File: src/rtl/core/swm_pkg.sv
// ----------------------------------------------------------------------------
// swm_pkg
// Shared types for the stack with middle access: operation and status codes,
// and the control word broadcast to every storage cell.
// ----------------------------------------------------------------------------
package swm_pkg;

   // Operation codes carried on the request word
   typedef enum logic [1:0] {
      FUNC_PUSH   = 2'd0,
      FUNC_POP    = 2'd1,
      FUNC_READ   = 2'd2,
      FUNC_DELETE = 2'd3
   } func_type;

   // Completion codes carried on the response word
   typedef enum logic [1:0] {
      ST_DONE  = 2'd0,
      ST_EMPTY = 2'd1,
      ST_FULL  = 2'd2
   } status_type;

   // Per-cycle command broadcast along the cell chain
   typedef struct packed {
      logic push;    // write push data into the cell at the current count
      logic del;     // close the gap: cells from mid up take their upper neighbor
   } cell_ctl_type;

endpackage

File: src/rtl/core/swm_cell.sv
// ----------------------------------------------------------------------------
// swm_cell
// One storage slot of the stack. Loads push data when it is the next free
// slot, takes its upper neighbor's value during a middle delete, and drives
// its value onto the read bus when its index is selected.
// ----------------------------------------------------------------------------
module swm_cell
   import swm_pkg::*;
#(
   parameter int CW    = 5,
   parameter int IW    = 4,
   parameter int INDEX = 0
) (
   input  logic               clock,
   input  cell_ctl_type       ctl,
   input  logic [CW-1:0]      count,
   input  logic [CW-1:0]      mid,
   input  logic [IW-1:0]      rd_idx,
   input  logic signed [31:0] push_value,
   input  logic signed [31:0] upper_value,
   output logic signed [31:0] value,
   output logic signed [31:0] rd_part
);

   logic signed [31:0] value_ff;
   logic signed [31:0] value_in;
   logic               at_top;
   logic               in_shift;

   // Position of this cell relative to the live region
   assign at_top   = (CW'(INDEX) == count);
   assign in_shift = (CW'(INDEX) >= mid) && (CW'(INDEX + 1) < count);

   // Next value
   always_comb begin
      value_in = value_ff;
      if (ctl.push && at_top) begin
         value_in = push_value;
      end else if (ctl.del && in_shift) begin
         value_in = upper_value;
      end
   end

   // Slot storage; content undefined until first written
   always_ff @(posedge clock) begin
      value_ff <= value_in;
   end

   assign value   = value_ff;
   assign rd_part = (IW'(INDEX) == rd_idx) ? value_ff : 32'sd0;

endmodule

File: src/rtl/core/stack_with_middle_access.sv
// ----------------------------------------------------------------------------
// stack_with_middle_access
// Bounded LIFO stack with read and delete of the middle entry (index
// (n-1)/2 from the bottom), built as a chain of storage cells.
// ----------------------------------------------------------------------------
// Response valid rises in the cycle after a request is accepted.
// Throughput: one word per cycle unless the response side stalls; every
// cell updates in parallel for push, pop and middle delete.
// Reset clears the entry count and the response valid; slot contents stay
// undefined until pushed.
// ----------------------------------------------------------------------------
module stack_with_middle_access
   import swm_pkg::*;
#(
   parameter int DEPTH = 16
) (
   input  logic               clock,
   input  logic               reset,
   input  logic               req_valid,
   output logic               req_stall,
   input  logic [1:0]         req_func,
   input  logic signed [31:0] req_push_value,
   output logic               rsp_valid,
   input  logic               rsp_stall,
   output logic signed [31:0] rsp_read_value,
   output logic [1:0]         rsp_status,
   output logic [4:0]         rsp_entry_count
);

   localparam int CW = $clog2(DEPTH + 1);
   localparam int IW = $clog2(DEPTH);

   logic [CW-1:0]      count_ff;
   logic [CW-1:0]      count_in;
   logic [CW-1:0]      cnt_m1;
   logic [CW-1:0]      mid_full;
   logic [IW-1:0]      rd_idx;
   logic               rd_sel;
   logic               accept;
   status_type         status;
   cell_ctl_type       ctl;
   logic signed [31:0] rd_or;
   logic [CW+4:0]      count_ext;

   logic signed [31:0] cell_value [DEPTH];
   logic signed [31:0] cell_rd    [DEPTH];

   logic               rsp_valid_ff;
   logic signed [31:0] rsp_read_value_ff;
   status_type         rsp_status_ff;
   logic [4:0]         rsp_count_ff;

   // Handshake: the response register frees up when its word is taken
   assign req_stall = rsp_valid_ff && rsp_stall;
   assign accept    = req_valid && !req_stall;

   // Top and middle positions of the live region
   assign cnt_m1   = count_ff - CW'(1);
   assign mid_full = cnt_m1 >> 1;

   // Operation decode
   always_comb begin
      count_in = count_ff;
      status   = ST_DONE;
      rd_sel   = 1'b0;
      rd_idx   = mid_full[IW-1:0];
      ctl      = '0;
      unique case (func_type'(req_func))
         FUNC_PUSH: begin
            if (count_ff == CW'(DEPTH)) begin
               status = ST_FULL;
            end else begin
               ctl.push = accept;
               count_in = count_ff + CW'(1);
            end
         end
         FUNC_POP: begin
            if (count_ff == '0) begin
               status = ST_EMPTY;
            end else begin
               rd_idx   = cnt_m1[IW-1:0];
               rd_sel   = 1'b1;
               count_in = cnt_m1;
            end
         end
         FUNC_READ: begin
            if (count_ff == '0) begin
               status = ST_EMPTY;
            end else begin
               rd_sel = 1'b1;
            end
         end
         FUNC_DELETE: begin
            if (count_ff == '0) begin
               status = ST_EMPTY;
            end else begin
               ctl.del  = accept;
               rd_sel   = 1'b1;
               count_in = cnt_m1;
            end
         end
         default: begin
            status = ST_DONE;
         end
      endcase
   end

   // Cell chain; the last cell has no upper neighbor and never shifts
   for (genvar i = 0; i < DEPTH; i++) begin : g_cell
      logic signed [31:0] upper;
      if (i == DEPTH - 1) begin : g_last
         assign upper = cell_value[i];
      end else begin : g_mid
         assign upper = cell_value[i+1];
      end
      swm_cell #(
         .CW    (CW),
         .IW    (IW),
         .INDEX (i)
      ) u_cell (
         .clock       (clock),
         .ctl         (ctl),
         .count       (count_ff),
         .mid         (mid_full),
         .rd_idx      (rd_idx),
         .push_value  (req_push_value),
         .upper_value (upper),
         .value       (cell_value[i]),
         .rd_part     (cell_rd[i])
      );
   end

   // Read bus: only the selected cell drives a nonzero value
   always_comb begin
      rd_or = 32'sd0;
      for (int k = 0; k < DEPTH; k++) begin
         rd_or = rd_or | cell_rd[k];
      end
   end

   // Entry count reported modulo 32
   assign count_ext = {5'd0, count_in};

   // Entry count
   always_ff @(posedge clock) begin
      if (reset) begin
         count_ff <= '0;
      end else if (accept) begin
         count_ff <= count_in;
      end
   end

   // Response register
   always_ff @(posedge clock) begin
      if (reset) begin
         rsp_valid_ff <= 1'b0;
      end else if (accept) begin
         rsp_valid_ff <= 1'b1;
      end else if (!rsp_stall) begin
         rsp_valid_ff <= 1'b0;
      end
   end

   always_ff @(posedge clock) begin
      if (accept) begin
         rsp_read_value_ff <= rd_sel ? rd_or : 32'sd0;
         rsp_status_ff     <= status;
         rsp_count_ff      <= count_ext[4:0];
      end
   end

   assign rsp_valid       = rsp_valid_ff;
   assign rsp_read_value  = rsp_read_value_ff;
   assign rsp_status      = rsp_status_ff;
   assign rsp_entry_count = rsp_count_ff;

   // Checks
   a_count_bound: assert property (@(posedge clock) disable iff (reset)
      count_ff <= CW'(DEPTH))
      else $error("entry count above depth");

   a_push_grows: assert property (@(posedge clock) disable iff (reset)
      accept && (req_func == FUNC_PUSH) && (count_ff != CW'(DEPTH))
      |=> count_ff == $past(count_ff) + CW'(1))
      else $error("push did not grow the stack");

   a_refuse_holds: assert property (@(posedge clock) disable iff (reset)
      accept && (status != ST_DONE) |=> $stable(count_ff))
      else $error("refused request changed the count");

   a_full_only_at_depth: assert property (@(posedge clock) disable iff (reset)
      accept && (status == ST_FULL) |-> count_ff == CW'(DEPTH))
      else $error("full refusal below depth");

endmodule

File: config.mk
export PLATFORM = sky130hd
export DESIGN_NAME = stack_with_middle_access
export DESIGN_NICKNAME = d
export VERILOG_FILES = /design/src/rtl/core/swm_pkg.sv /design/src/rtl/core/swm_cell.sv /design/src/rtl/core/stack_with_middle_access.sv
export SDC_FILE = /design/constraint.sdc
export NUM_CORES = 1
export LEC_CHECK = 0
export BUFFER_PORTS_ARGS = -buffer_cell sky130_fd_sc_hd__clkbuf_2
export CAP_MARGIN = 20
export CORE_UTILIZATION = 35
export DETAILED_ROUTE_END_ITERATION = 12
export GPL_TIMING_DRIVEN = 1
export PLACE_DENSITY = 0.53
export SYNTH_ARGS = -nofsm -noshare
export SYNTH_HDL_FRONTEND = slang
export SYNTH_SLANG_ARGS = --single-unit
File: constraint.sdc
create_clock -name clock -period 6.62 [get_ports clock]
set_clock_uncertainty 0.05 [all_clocks]
set_input_delay 0.993 -clock clock [delete_from_list [all_inputs] [get_ports clock]]
set_output_delay 0.993 -clock clock [all_outputs]
set_load 0.05 [all_outputs]
==> results.md <==
* Status: completed
* CTS HTree Levels at 3
* Synth top area share at between 50% and 60%
* Fraction of layout cells with a size suffix above 1 at 31.6%
* Crit-path cells: clkinv_1, ha_1, xnor2_2, buf_4, and3_1, nand2_1, a21oi_4, buf_4, a22oi_1, nand4_1, o31a_1
* Vias per cell at 6.33
* Synth warnings at 0
* Cells after Synth at roughly 2,000
* Routed WL at 105,000 um
* Post-synth EDFFs at between 500 and 600
* CP Capture Type: register
* Filler cells at 7,383
* Placed wire-length estimate at 58,100 um
* Area delta synth->final at 12.8%
* Sink Count at ~560
* Static Leak at between 10 and 15 nW
* CP dominant cell by count: buf_4
* Main synth FF type: edfxtp_1
* Maximum fanout along the worst path at 38
* Via count at 20,000
* Max Slew Vio Count at 0
* Initial antenna violation count at 3
* Reg clk slew, reported paths at 0.06 ns
* Commonest non-fill, non-tap cells in the layout: edfxtp_1, mux2_2, a22oi_1, mux2_1, clkbuf_2
* Post-Syn Area at 28,500 um2
* Max IR drop VDD at roughly 0.00018 V
* RSZ-0062 raised after global routing: false
* Root Buffer: clkbuf_16
* Clock Latency Late Sink at approximately 0.6 ns
* Final nets at around 2,100
* Critical path arrival at between 5 and 6 ns
* Antenna-violating nets left at 0
* Io pins at just under 80
* All-Layer GR Usage at approximately a quarter
* Synth Net Count at between 2,000 and 2,500
* Avg WL per Cell at 33.2 um
* Post_cts resized at 0
* Worst-margin pin slew at roughly 1.2 ns
* DRC at 0
* First-pass DRT Iterations at 6
* Initial DRC count at roughly 2,400
* GRT overflow at 0
* Core area at between 80,000 and 90,000 um2
* Post-CTS setup buffer count at 0
* Final worst setup slack at between 1 and 1.5 ns
* Setup violations, final at 0
* Commonest non-fill, non-tap cell in the layout: edfxtp_1
* Startpoint Class: register
* Max Clk Rate at approximately 0.19 GHz
* Final TNS setup at 0 ns
* CP max-delay cell: dfxtp_1
* Final period utilization at 78.1%
* Cts bufs inserted at 67
* Cts hold-fix bufs at 0
* Tmin final at a little over 5 ns
* Pre-CTS setup slack at approximately 1.6 ns
* Min-delay worst type: reg -> reg
* Synth Register Bits at roughly 560
* PwrDens at between 200 and 300 nW/um2
* First-pass GRT wire length at between 100,000 and 150,000 um
* Max Cap Viol at 0
* DIE AREA at a little over 80,000 um2
* Clk buf depth at 3
* Hold Violations, Final at 0
* Crit-path max cell delay at roughly 0.78 ns
* Sequential area share after synthesis at between 50% and 60%
* WS Path Type: reg -> reg
* Synthesized area per cell at around 14 um2
* Asr flop ratio synth at 0%
* CTS tree: yes
* Die width at 288 um
* Gpl congestion at between 0.8 and 0.9
* Vias in the first global route at about 20,000
* Critical Path RT at roughly 7.0 ns
* Largest area contributor in the netlist: edfxtp_1
* Die H at about 290 um
* Initial Utilization at between 30% and 40%
* Site Rows at between 100 and 150
* Max-slew headroom at ~18%
* Top cells by area, synth: edfxtp_1, mux2_2, mux2_1, a22oi_1, buf_2
* Unique cell type count in the Yosys netlist at 88
* Largest net degree at the start of global routing at ~80
* Port bufs at 78
==> power by group <==
| part | internal, W | leakage (nW) | total (W) | switching (W) |
|---|---|---|---|---|
| Sequential | 0.00392 | 5.05 | 0.00397 | 0.0000515 |
| Clock | 0.00194 | 0.954 | 0.00340 | 0.00146 |
| Combinational | 0.000465 | 4.57 | 0.00166 | 0.00119 |
==> worst max-delay path, delay by kind of cell, from the launching register on <==
family | cells | cell delay (ns)
XOR/XNOR | 1 | 0.38
AO/OA/AOI/OAI | 3 | 1.04
AND/OR/NAND/NOR | 3 | 0.54
adder cells (fa/ha/maj) | 1 | 0.63
flip-flops | 1 | 0.78
buffers and inverters | 3 | 1.57
==> per-stage QoR <==
| step | total power, W | instances | utilization, % | hold WS (ns) | area [um2] |
|---|---|---|---|---|---|
| final | 0.00904 | 3152 | 39.9 | 0.516 | 32200 |
| after global routing | 0.00931 | 3151 | 39.9 | 0.525 | 32200 |
| after detailed placement | 0.00567 | 3035 | 37.5 | 0.503 | 30200 |
| after floorplan | 0.00505 | 2022 | - | 0.480 | 28500 |
| after CTS | 0.00908 | 3151 | 39.9 | 0.515 | 32200 |
| after global placement | 0.00566 | 3033 | 37.5 | 0.490 | 30200 |
==> area by class of cell <==
cell class                 count  area, um2  share of cell area (%)
antenna                        1       2.50                 0.00778
clock buffer                  89       1800                    5.60
clock inverter                27        151                   0.471
inverter                      12       45.0                   0.140
multi-input combinational   1265      11300                    35.0
sequential                   557      16700                    51.8
tap                         1060       1330                    4.12
timing repair buffer         141        908                    2.82
==> cell usage after synthesis (3+ instances only) <==
cell and count:
buf_6 8, a222oi_1 33, and2_1 7, a31oi_1 34
o21a_1 10, nor2_2 3, a22o_1 24, nand2b_1 4
mux2_1 117, nor2_1 33, clkbuf_1 95, xnor2_1 4
a221oi_1 37, a21boi_1 27, nand2_1 72, o31ai_1 5
mux2i_1 32, o2bb2ai_1 30, mux2_2 363, a21oi_1 16
nor4_1 5, buf_1 8, o211ai_1 5, buf_2 72
o21ai_0 45, o31a_1 22, and3_1 35, ha_1 5
edfxtp_1 551, a22oi_1 126, buf_4 5, nand3_1 58
o41ai_1 3, nand4_1 32, a211oi_1 4, inv_1 10
and4_1 4, dfxtp_1 6, nor3_1 9, o22ai_1 7
==> flip-flops by register name (all words and copies together) (netlist names) <==
signal / count
g_cell.u_cell.value: 512
rsp_entry_count: 5
rsp_read_value: 32
rsp_status: 2
rsp_valid: 1
count_ff: 5
==> per-layer routing <==
metal  vias to the layer above  share of wire [%]  track usage, %  wire (um)
li1                       8260                  -               -          -
met1                     10300                 41            34.3      43400
met2                      1168                 45            38.7      47400
met3                       229                9.2            5.10       9600
met4                         8                3.9            10.2       4100
met5                         -              0.048               0         50
==> logic make-up after synthesis <==
group | after synthesis | synth area share [%]
AO/OA/AOI/OAI | 450 | 12.1
XOR/XNOR | 8 | 0.364
adder cells (fa/ha/maj) | 6 | 0.254
buffers and inverters | 200 | 3.22
flip-flops | 557 | 58.4
multiplexers | 512 | 20.1
AND/OR/NAND/NOR | 289 | 5.54
==> final timing paths <==
path | end | slack (ns) | depth (start not counted) | start
max | rsp_read_value[11]$_SDFFCE_PN0P_ | 1.45 | 11 | count_ff[0]$_SDFFE_PP0P_
min | g_cell[9].u_cell.value[28]$_DFFE_PP_ | 0.52 | 1 | g_cell[10].u_cell.value[28]$_DFFE_PP_
max reg2reg | rsp_read_value[11]$_SDFFCE_PN0P_ | 1.45 | 11 | count_ff[0]$_SDFFE_PP0P_
min reg2reg | g_cell[9].u_cell.value[28]$_DFFE_PP_ | 0.52 | 1 | g_cell[10].u_cell.value[28]$_DFFE_PP_
(Power assumes the default switching activity.)
